File: src/rtl/core/tmm_pkg.sv
// transposed melody matcher: shared types, function codes and note decoding
// no dependencies; imported by the channel interfaces and every module of the block
package tmm_pkg;

  localparam int TMM_MAX_INTERVALS = 16;
  localparam int TMM_MAX_SONGS     = 1023;

  localparam int FUNC_W = 2;
  localparam int CHAR_W = 8;
  localparam int SONG_OUT_W = 10;
  localparam int CODE_W = 5;
  localparam int IV_W = 6;

  localparam logic [FUNC_W-1:0] FUNC_CLEAR = 2'd0;
  localparam logic [FUNC_W-1:0] FUNC_PAT   = 2'd1;
  localparam logic [FUNC_W-1:0] FUNC_SONG  = 2'd2;
  localparam logic [FUNC_W-1:0] FUNC_START = 2'd3;

  localparam logic [CHAR_W-1:0] CHR_SHARP = 8'h23;
  localparam logic [CHAR_W-1:0] CHR_DOT   = 8'h2E;

  localparam logic [CODE_W-1:0] OCTAVE_STEP = 5'd12;
  localparam logic [CODE_W-1:0] BASE_E      = 5'd5;
  localparam logic [CODE_W-1:0] BASE_B      = 5'd12;

  typedef logic signed [IV_W-1:0] iv_t;
  typedef logic [CODE_W-1:0] code_t;

  // control handed along the cell row
  typedef struct packed {
    logic clear_all;
    logic pat_shift;
    logic song_shift;
    logic song_clear;
  } cell_ctrl_t;

  typedef struct packed {
    logic                  match_now;
    logic [SONG_OUT_W-1:0] song_number;
    logic                  found;
    logic [SONG_OUT_W-1:0] first_match_song;
    logic                  pattern_full;
  } res_t;

  // semitone code 1..24 for a letter/accidental pair, 0 when unknown
  function automatic code_t tmm_note_code(input logic [CHAR_W-1:0] letter,
                                          input logic [CHAR_W-1:0] acc);
    code_t base;
    code_t oct;
    code_t code;
    unique case (letter) inside
      "c", "C": base = 5'd1;
      "d", "D": base = 5'd3;
      "e", "E": base = 5'd5;
      "f", "F": base = 5'd6;
      "g", "G": base = 5'd8;
      "a", "A": base = 5'd10;
      "b", "B": base = 5'd12;
      default:  base = 5'd0;
    endcase
    oct = (letter >= "A" && letter <= "G") ? OCTAVE_STEP : 5'd0;
    if (base == 5'd0) begin
      code = 5'd0;
    end else if (acc == CHR_DOT) begin
      code = base + oct;
    end else if (acc == CHR_SHARP && base != BASE_E && base != BASE_B) begin
      code = base + 5'd1 + oct;
    end else begin
      code = 5'd0;
    end
    return code;
  endfunction

endpackage

File: src/rtl/core/tmm_ifs.sv
// valid/ready channel interfaces for note input and match results
// depends on tmm_pkg
interface tmm_in_if
  import tmm_pkg::*;
  ();
  logic              valid;
  logic              ready;
  logic [FUNC_W-1:0] func;
  logic [CHAR_W-1:0] note_letter;
  logic [CHAR_W-1:0] note_accidental;

  modport source (output valid, func, note_letter, note_accidental, input ready);
  modport sink   (input valid, func, note_letter, note_accidental, output ready);
endinterface

interface tmm_out_if
  import tmm_pkg::*;
  ();
  logic                  valid;
  logic                  ready;
  logic                  match_now;
  logic [SONG_OUT_W-1:0] song_number;
  logic                  found;
  logic [SONG_OUT_W-1:0] first_match_song;
  logic                  pattern_full;

  modport source (output valid, match_now, song_number, found, first_match_song,
                  pattern_full, input ready);
  modport sink   (input valid, match_now, song_number, found, first_match_song,
                  pattern_full, output ready);
endinterface

File: src/rtl/core/tmm_cell.sv
// one interval cell: a pattern interval with its valid bit and a song window entry
// depends on tmm_pkg
module tmm_cell
  import tmm_pkg::*;
(
  input  logic       clk,
  input  logic       rst_n,
  input  cell_ctrl_t ctrl,
  input  iv_t        pat_in,
  input  logic       pat_vld_in,
  input  iv_t        win_in,
  output iv_t        pat_out,
  output logic       pat_vld_out,
  output iv_t        win_out,
  output logic       eq_ok
);

  iv_t  pat_r, pat_nxt;
  logic pv_r, pv_nxt;
  iv_t  win_r, win_nxt;

  always_comb begin
    pat_nxt = ctrl.pat_shift ? pat_in : pat_r;
    if (ctrl.clear_all) begin
      pv_nxt = 1'b0;
    end else if (ctrl.pat_shift) begin
      pv_nxt = pat_vld_in;
    end else begin
      pv_nxt = pv_r;
    end
    if (ctrl.clear_all || ctrl.song_clear) begin
      win_nxt = '0;
    end else if (ctrl.song_shift) begin
      win_nxt = win_in;
    end else begin
      win_nxt = win_r;
    end
  end

  always_ff @(posedge clk) begin
    pat_r <= pat_nxt;
    if (!rst_n) begin
      pv_r  <= 1'b0;
      win_r <= '0;
    end else begin
      pv_r  <= pv_nxt;
      win_r <= win_nxt;
    end
  end

  // compare the window as it stands after this song note
  assign eq_ok       = !pv_r || (win_nxt == pat_r);
  assign pat_out     = pat_r;
  assign pat_vld_out = pv_r;
  assign win_out     = win_r;

endmodule

File: src/rtl/core/tmm_cell_row.sv
// chain of interval cells, newest interval enters cell 0 and moves one cell per note
// depends on tmm_pkg and tmm_cell
module tmm_cell_row
  import tmm_pkg::*;
#(
  parameter int N_CELLS = TMM_MAX_INTERVALS
) (
  input  logic       clk,
  input  logic       rst_n,
  input  cell_ctrl_t ctrl,
  input  iv_t        new_iv,
  output logic       all_eq
);

  iv_t                pat_ch [N_CELLS+1];
  logic [N_CELLS:0]   pv_ch;
  iv_t                win_ch [N_CELLS+1];
  logic [N_CELLS-1:0] eq_vec;

  assign pat_ch[0] = new_iv;
  assign pv_ch[0]  = 1'b1;
  assign win_ch[0] = new_iv;

  for (genvar i = 0; i < N_CELLS; i++) begin : g_cell
    tmm_cell u_cell (
      .clk        (clk),
      .rst_n      (rst_n),
      .ctrl       (ctrl),
      .pat_in     (pat_ch[i]),
      .pat_vld_in (pv_ch[i]),
      .win_in     (win_ch[i]),
      .pat_out    (pat_ch[i+1]),
      .pat_vld_out(pv_ch[i+1]),
      .win_out    (win_ch[i+1]),
      .eq_ok      (eq_vec[i])
    );
  end

  assign all_eq = &eq_vec;

endmodule

File: src/rtl/core/transposed_melody_matcher.sv
// Transposed melody matcher: one input transaction per cycle, each yielding exactly one
// result through a two-entry output queue; a full queue stalls input.
// Pattern intervals and the song window live in a row of MAX_INTERVALS cells that shift
// one place per note, and every cell compares its entry in parallel, so the rate is one
// note per clock set by the combinational cell compare and AND across the row.
// No clearing pass is needed after reset. Depends on tmm_pkg, tmm_ifs and tmm_cell_row.
module transposed_melody_matcher
  import tmm_pkg::*;
#(
  parameter int MAX_INTERVALS = TMM_MAX_INTERVALS,
  parameter int MAX_SONGS     = TMM_MAX_SONGS
) (
  input  logic     clk,
  input  logic     rst_n,
  tmm_in_if.sink   in_ch,
  tmm_out_if.source out_ch
);

  localparam int PCNT_MAX = MAX_INTERVALS + 1;
  localparam int PCNT_W   = $clog2(PCNT_MAX + 1);
  localparam int SONG_W   = $clog2(MAX_SONGS + 1);
  localparam int EXT_W    = (SONG_W > SONG_OUT_W) ? SONG_W : SONG_OUT_W;

  logic [PCNT_W-1:0] pcnt_r, pcnt_nxt;
  code_t             plast_r, plast_nxt;
  logic [PCNT_W-1:0] scnt_r, scnt_nxt;
  code_t             slast_r, slast_nxt;
  logic [SONG_W-1:0] song_r, song_nxt;
  logic [SONG_W-1:0] first_r, first_nxt;
  logic              hit_r, hit_nxt;

  logic       in_acc;
  logic       out_acc;
  code_t      code;
  code_t      iv_src;
  iv_t        new_iv;
  cell_ctrl_t ctrl;
  logic       all_eq;
  logic       match;
  logic       full;
  res_t       res_nxt;
  logic [EXT_W-1:0] song_ext;
  logic [EXT_W-1:0] first_ext;

  // two-entry result queue
  res_t       q_r [2];
  logic       wr_ptr_r, rd_ptr_r;
  logic [1:0] q_cnt_r;

  assign in_acc  = in_ch.valid && in_ch.ready;
  assign out_acc = out_ch.valid && out_ch.ready;

  assign code   = tmm_note_code(in_ch.note_letter, in_ch.note_accidental);
  assign iv_src = (in_ch.func == FUNC_PAT) ? plast_r : slast_r;
  assign new_iv = iv_t'({1'b0, iv_src} - {1'b0, code});

  always_comb begin
    pcnt_nxt  = pcnt_r;
    plast_nxt = plast_r;
    scnt_nxt  = scnt_r;
    slast_nxt = slast_r;
    song_nxt  = song_r;
    first_nxt = first_r;
    hit_nxt   = hit_r;
    ctrl      = '0;
    match     = 1'b0;
    full      = 1'b0;
    unique case (in_ch.func)
      FUNC_CLEAR: begin
        ctrl.clear_all = 1'b1;
        pcnt_nxt  = '0;
        plast_nxt = '0;
        scnt_nxt  = '0;
        slast_nxt = '0;
        song_nxt  = '0;
        first_nxt = '0;
        hit_nxt   = 1'b0;
      end
      FUNC_PAT: begin
        if (pcnt_r >= PCNT_W'(PCNT_MAX)) begin
          full = 1'b1;
        end else begin
          ctrl.pat_shift = (pcnt_r != '0);
          plast_nxt = code;
          pcnt_nxt  = pcnt_r + PCNT_W'(1);
        end
      end
      FUNC_START: begin
        ctrl.song_clear = 1'b1;
        if (song_r < SONG_W'(MAX_SONGS)) begin
          song_nxt = song_r + SONG_W'(1);
        end
        scnt_nxt  = '0;
        slast_nxt = '0;
      end
      FUNC_SONG: begin
        if (song_r != '0) begin
          ctrl.song_shift = (scnt_r != '0);
          slast_nxt = code;
          if (scnt_r < PCNT_W'(PCNT_MAX)) begin
            scnt_nxt = scnt_r + PCNT_W'(1);
          end
          if (pcnt_r == PCNT_W'(1)) begin
            match = (scnt_nxt == PCNT_W'(1));
          end else if (pcnt_r >= PCNT_W'(2) && scnt_nxt >= pcnt_r) begin
            match = all_eq;
          end
          if (match && !hit_r) begin
            hit_nxt   = 1'b1;
            first_nxt = song_r;
          end
        end
      end
      default: begin
      end
    endcase
    // cells only move on an accepted transaction
    if (!in_acc) begin
      ctrl = '0;
    end
  end

  tmm_cell_row #(
    .N_CELLS(MAX_INTERVALS)
  ) u_row (
    .clk   (clk),
    .rst_n (rst_n),
    .ctrl  (ctrl),
    .new_iv(new_iv),
    .all_eq(all_eq)
  );

  assign song_ext  = EXT_W'(song_nxt);
  assign first_ext = EXT_W'(first_nxt);

  always_comb begin
    res_nxt.match_now        = match;
    res_nxt.song_number      = song_ext[SONG_OUT_W-1:0];
    res_nxt.found            = hit_nxt;
    res_nxt.first_match_song = first_ext[SONG_OUT_W-1:0];
    res_nxt.pattern_full     = full;
  end

  always_ff @(posedge clk) begin
    if (!rst_n) begin
      pcnt_r  <= '0;
      plast_r <= '0;
      scnt_r  <= '0;
      slast_r <= '0;
      song_r  <= '0;
      first_r <= '0;
      hit_r   <= 1'b0;
    end else if (in_acc) begin
      pcnt_r  <= pcnt_nxt;
      plast_r <= plast_nxt;
      scnt_r  <= scnt_nxt;
      slast_r <= slast_nxt;
      song_r  <= song_nxt;
      first_r <= first_nxt;
      hit_r   <= hit_nxt;
    end
  end

  always_ff @(posedge clk) begin
    if (in_acc) begin
      q_r[wr_ptr_r] <= res_nxt;
    end
  end

  always_ff @(posedge clk) begin
    if (!rst_n) begin
      wr_ptr_r <= 1'b0;
      rd_ptr_r <= 1'b0;
      q_cnt_r  <= 2'd0;
    end else begin
      if (in_acc) begin
        wr_ptr_r <= !wr_ptr_r;
      end
      if (out_acc) begin
        rd_ptr_r <= !rd_ptr_r;
      end
      q_cnt_r <= q_cnt_r + {1'b0, in_acc} - {1'b0, out_acc};
    end
  end

  assign in_ch.ready             = (q_cnt_r != 2'd2);
  assign out_ch.valid            = (q_cnt_r != 2'd0);
  assign out_ch.match_now        = q_r[rd_ptr_r].match_now;
  assign out_ch.song_number      = q_r[rd_ptr_r].song_number;
  assign out_ch.found            = q_r[rd_ptr_r].found;
  assign out_ch.first_match_song = q_r[rd_ptr_r].first_match_song;
  assign out_ch.pattern_full     = q_r[rd_ptr_r].pattern_full;

`ifndef SYNTH
  a_queue_bound: assert property (@(posedge clk) disable iff (!rst_n)
    q_cnt_r != 2'd3)
    else $error("result queue count out of range");

  a_hit_has_song: assert property (@(posedge clk) disable iff (!rst_n)
    hit_r |-> first_r != '0)
    else $error("first match recorded without a song index");

  a_match_only_song: assert property (@(posedge clk) disable iff (!rst_n)
    in_acc && match |-> in_ch.func == FUNC_SONG && song_r != '0)
    else $error("match flagged outside a song note");

  a_full_at_limit: assert property (@(posedge clk) disable iff (!rst_n)
    in_acc && full |=> pcnt_r == PCNT_W'(PCNT_MAX))
    else $error("pattern full flagged below the pattern limit");
`endif

endmodule
File: src/flat_wrapper.sv
// flat-port wrapper written by rule: the top's interface ports become plain ports
module transposed_melody_matcher_flat import tmm_pkg::*;
#(
  parameter int MAX_INTERVALS = TMM_MAX_INTERVALS,
  parameter int MAX_SONGS     = TMM_MAX_SONGS
)
  (clk, rst_n, in_ch_valid, in_ch_func, in_ch_note_letter, in_ch_note_accidental, in_ch_ready, out_ch_valid, out_ch_match_now, out_ch_song_number, out_ch_found, out_ch_first_match_song, out_ch_pattern_full, out_ch_ready);
  tmm_in_if in_ch_i ();
  tmm_out_if out_ch_i ();
  input  logic clk;
  input  logic rst_n;
  input wire logic [$bits(in_ch_i.valid)-1:0] in_ch_valid;
  input wire logic [$bits(in_ch_i.func)-1:0] in_ch_func;
  input wire logic [$bits(in_ch_i.note_letter)-1:0] in_ch_note_letter;
  input wire logic [$bits(in_ch_i.note_accidental)-1:0] in_ch_note_accidental;
  output wire logic [$bits(in_ch_i.ready)-1:0] in_ch_ready;
  output wire logic [$bits(out_ch_i.valid)-1:0] out_ch_valid;
  output wire logic [$bits(out_ch_i.match_now)-1:0] out_ch_match_now;
  output wire logic [$bits(out_ch_i.song_number)-1:0] out_ch_song_number;
  output wire logic [$bits(out_ch_i.found)-1:0] out_ch_found;
  output wire logic [$bits(out_ch_i.first_match_song)-1:0] out_ch_first_match_song;
  output wire logic [$bits(out_ch_i.pattern_full)-1:0] out_ch_pattern_full;
  input wire logic [$bits(out_ch_i.ready)-1:0] out_ch_ready;
  assign in_ch_i.valid = in_ch_valid;
  assign in_ch_i.func = in_ch_func;
  assign in_ch_i.note_letter = in_ch_note_letter;
  assign in_ch_i.note_accidental = in_ch_note_accidental;
  assign in_ch_ready = in_ch_i.ready;
  assign out_ch_valid = out_ch_i.valid;
  assign out_ch_match_now = out_ch_i.match_now;
  assign out_ch_song_number = out_ch_i.song_number;
  assign out_ch_found = out_ch_i.found;
  assign out_ch_first_match_song = out_ch_i.first_match_song;
  assign out_ch_pattern_full = out_ch_i.pattern_full;
  assign out_ch_i.ready = out_ch_ready;
  transposed_melody_matcher #(.MAX_INTERVALS(MAX_INTERVALS), .MAX_SONGS(MAX_SONGS)) u_core (.clk(clk), .rst_n(rst_n), .in_ch(in_ch_i), .out_ch(out_ch_i));
endmodule
File: config.mk
export PLATFORM = sky130hd
export DESIGN_NAME = transposed_melody_matcher_flat
export DESIGN_NICKNAME = d
export VERILOG_FILES = /design/src/rtl/core/tmm_pkg.sv /design/src/rtl/core/tmm_ifs.sv /design/src/rtl/core/tmm_cell.sv /design/src/rtl/core/tmm_cell_row.sv /design/src/rtl/core/transposed_melody_matcher.sv /design/src/flat_wrapper.sv
export SDC_FILE = /design/constraint.sdc
export NUM_CORES = 1
export LEC_CHECK = 0
export BUFFER_PORTS_ARGS = -buffer_cell sky130_fd_sc_hd__clkbuf_2
export CORE_MARGIN = 8
export CORE_UTILIZATION = 45
export DETAILED_ROUTE_END_ITERATION = 8
export SLEW_MARGIN = 20
export SYNTH_ARGS = -nofsm -noshare
export SYNTH_HDL_FRONTEND = slang
export SYNTH_SLANG_ARGS = --single-unit
export TNS_END_PERCENT = 20
File: constraint.sdc
create_clock -name clk -period 19.2 [get_ports clk]
set_clock_uncertainty 0.2 [all_clocks]
set_input_delay 3.84 -clock clk [delete_from_list [all_inputs] [get_ports clk]]
set_output_delay 3.84 -clock clk [all_outputs]
set_load 0.05 [all_outputs]
==> summary.txt <==
Outcome
  • Outcome: finished clean

Synthesis
  • Mux share of post-synthesis cell area: 0.0697
  • Largest family of logic cells by synthesized area: simple AND/OR/NAND/NOR gates
  • Synth Area in Adders: 0.0274
  • Synth Area in Simple Gates: 0.156
  • Synth async-reset ratio: 0
  • Synth Flop Type: dfxtp_1
  • Sequential area share after synthesis: 0.531
  • Syn_nets: 1416
  • Area fraction in compound gates after synthesis: 0.109
  • Post-Synth XOR/XNOR Area: 0.0708
  • EDFF count, synth: 142
  • Post-synth cell types: 60
  • Mapped Cells: 1364
  • Synthesis-stage register bit count: 300
  • Top-area cell type share of the netlist area: 0.305
  • Cell taking the most area after synthesis: edfxtp_1
  • Post-Syn Area: 14000 µm²
  • Ys Warns: 0
  • Synth area leaders: edfxtp_1, dfxtp_1, nand2_1, xor2_1, mux2i_1
  • Mean Syn Cell Area: 10.2 µm²

Layout
  • NumNets Final: 1428
  • Final Util: 0.511
  • Commonest non-fill, non-tap cells in the layout: nand2_1, dfxtp_1, edfxtp_1
  • Layout cell share with drive strength beyond 1: 0.114
  • Antenna diodes: 0
  • Most common cell after layout, fill and taps aside: nand2_1
  • Final non-filler cell area: 15600 µm²
  • Synth-to-layout area growth: 11.8%
  • Fillers: 2804

STA
  • RSZ-0062 raised after global routing: false
  • Final-report setup violation count: 0
  • Post-route setup slack: 9.34 ns
  • Final Critical Period: 9.86 ns
  • Max_slew headroom: 0.354
  • Final Hold Violating Endpoints: 0
  • Max Clk Rate: 0.101 GHz
  • Final hold slack: 0.260 ns
  • Slew @ Worst Pin: 0.962 ns
  • Max-slew violations: 0
  • Setup TNS: 0 ns
  • Fin crit share: 0.513

Placement
  • Post-DP HPWL: 19.2 mm
  • IO Port Bufs: 46
  • Pre-CTS WS: 8.85 ns
  • Placed Area: 14500 µm²
  • Routability congestion estimate: 0.785

Run
  • Max cap viols: 0

Worst setup path
  • Reg2Reg Depth: 15
  • Kind of critical path: in2reg
  • Startpoint type of the worst setup path: input pin
  • Crit path max fanout: 10
  • Critical path origin: in_ch_note_letter[3]
  • R2r startpoint: u_core.song_r[1]
  • WP data arrival: 9.88 ns
  • Worst path required time: 19.22 ns
  • Crit end category: flop

Die
  • Initial Util: 0.457
  • IO Pins: 47
  • Num rows: 64
  • DIE AREA: 37000 µm²
  • CORE AREA: 30600 µm²
  • DIE WIDTH: 192 µm
  • Die Height: 192 µm

Min path
  • Type of the tightest min-delay check: reg2reg
  • Hold path start: u_core.u_row.g_cell[15].u_cell.win_out[1]
  • Hold depth: 2

Clock tree
  • TritonCTS Buffers: 35
  • Worst-Skew Late Latency: 0.51 ns
  • CTS tree: built
  • Largest buffer count on any clock path: 3
  • CTS Hold Bufs: 0
  • Clock sinks: 300
  • PostCTS Resize Cnt: 0
  • H-tree depth: 2
  • Root Driver: clkbuf_16
  • Setup bufs post-CTS: 0
  • Clk slew on worst S/H paths: 0.06 ns

Route
  • Routed WL: 30.8 mm
  • DR WL/cell: 17.1 µm
  • Post-route ant nets: 0
  • DR vias/cell: 5.45
  • Pre-Repair DR Iteration Count: 5
  • Residual DRC count: 0
  • DRT iter0 DRCs: 550
  • Vias after detailed routing: 9785

Global route
  • Tot GR Track Use: 0.167
  • Grt ovf: 0
  • Number of global-route vias before repair: 9709
  • Antenna violations before repair: 0
  • Global-route wire length before repair: 50.6 mm
  • Largest net degree at the start of global routing: 70

Pwr
  • Worst vdd ir: 0.0539 mV
  • Power Dens Cells: 99.0 nW/µm²
  • Leak: 5.62 nW
[final cells by class]
| cell class | count | area [µm²] | area share |
|---|---|---|---|
| Inverter | 33 | 126 | 0.00808 |
| Clock inverter | 10 | 124 | 0.00792 |
| Multi-Input combinational cell | 949 | 6090 | 0.390 |
| Timing Repair Buffer | 57 | 313 | 0.0200 |
| Clock buffer | 51 | 1060 | 0.0677 |
| Tap cell | 396 | 495 | 0.0317 |
| Sequential cell | 300 | 7430 | 0.475 |
[power by group]
| group | internal, mW | total, mW | switching (mW) |
|---|---|---|---|
| Combinational | 0.0458 | 0.175 | 0.130 |
| Sequential | 0.687 | 0.699 | 0.0130 |
| Clock | 0.421 | 0.672 | 0.251 |
| Total | 1.15 | 1.55 | 0.394 |
[path summary, 6_finish.rpt]
path	end	slack [ns]
worst max-delay path	u_core.q_r[0][5]	9.34
worst min register to register	u_core.u_row.g_cell[15].u_cell.win_out[1]	0.26
worst max register to register	u_core.q_r[0][5]	12.23
worst min-delay path	u_core.u_row.g_cell[15].u_cell.win_out[1]	0.26
[sequential cells by signal, indices dropped and copies added, names as in the netlist, named ones only]
register and count:
u_core.first_r 10, u_core.plast_r 5, u_core.u_row.g_cell.u_cell.win_out 96, u_core.q_cnt_r 2
u_core.u_row.g_cell.u_cell.pat_out 96, u_core.slast_r 5, u_core.rd_ptr_r 1, u_core.pcnt_r 5
u_core.song_r 10, u_core.scnt_r 5, u_core.q_r 46, u_core.wr_ptr_r 1
u_core.hit_r 1, u_core.u_row.g_cell.u_cell.pat_vld_out 16
[cell usage after synthesis, types with 7 or more instances]
master / n
a21boi_0: 10
mux2i_1: 58
nand2_1: 248
and2_1: 7
a22oi_1: 16
o21ai_0: 26
o21a_1: 9
o31ai_1: 16
a21oi_1: 97
ha_1: 29
nand4_1: 43
xnor2_1: 43
a22o_1: 11
nor3_1: 7
buf_1: 17
inv_1: 31
a21o_1: 10
nand2b_1: 8
edfxtp_1: 142
nand3_1: 7
nor2b_1: 21
and4_1: 20
dfxtp_1: 158
xor2_1: 70
mux2_2: 34
nor2_1: 87
a31oi_1: 24
clkbuf_1: 50
[worst max-delay path, cell delays in order]
cell	delay (ns)
clkbuf_2	0.07
or4b_2	0.74
nor2_1	0.35
inv_1	0.09
ha_1	0.22
mux2i_1	0.13
nor2_1	0.06
nor4b_1	0.31
o21ai_0	0.24
nor2_1	0.24
ha_1	0.20
inv_1	0.05
fa_1	0.39
a21o_1	0.17
a21oi_1	0.17
xnor2_1	0.15
nand2_1	0.07
a21oi_1	0.21
xor2_1	0.09
o41ai_1	0.54
o2111ai_1	0.17
or4_1	0.56
a211o_1	0.57
mux2i_1	0.22
[through the flow]
stage / power [mW] / cells
4_1_cts: 1.57 / 1796
6_report: 1.55 / 1796
5_1_grt: 1.60 / 1796
2_1_floorplan: 0.845 / 1364
3_3_place_gp: 0.890 / 1735
3_5_place_dp: 0.892 / 1735
[kinds of logic (layout without fill, tap and decap cells)]
| kind of cell | count (synthesis) | after routing |
|---|---|---|
| AND/OR/NAND/NOR | 473 | 473 |
| flip-flops | 300 | 300 |
| AO/OA/AOI/OAI | 240 | 240 |
| buffers and inverters | 115 | 151 |
| XOR/XNOR | 113 | 113 |
| multiplexers | 93 | 93 |
| adder cells (fa/ha/maj) | 30 | 30 |
[metal layers]
| layer | track usage | vias up | part of all wire | wire [µm] |
|---|---|---|---|---|
| met5 | 0 | - | 0 | 0 |
| met1 | 0.221 | 4737 | 0.47 | 14300 |
| met3 | 0.0228 | 49 | 0.040 | 1230 |
| met4 | 0.0499 | 0 | 0.021 | 641 |
| met2 | 0.283 | 158 | 0.47 | 14600 |
| li1 | - | 4841 | - | - |
Note: power is estimated with default switching activity, not from simulation.
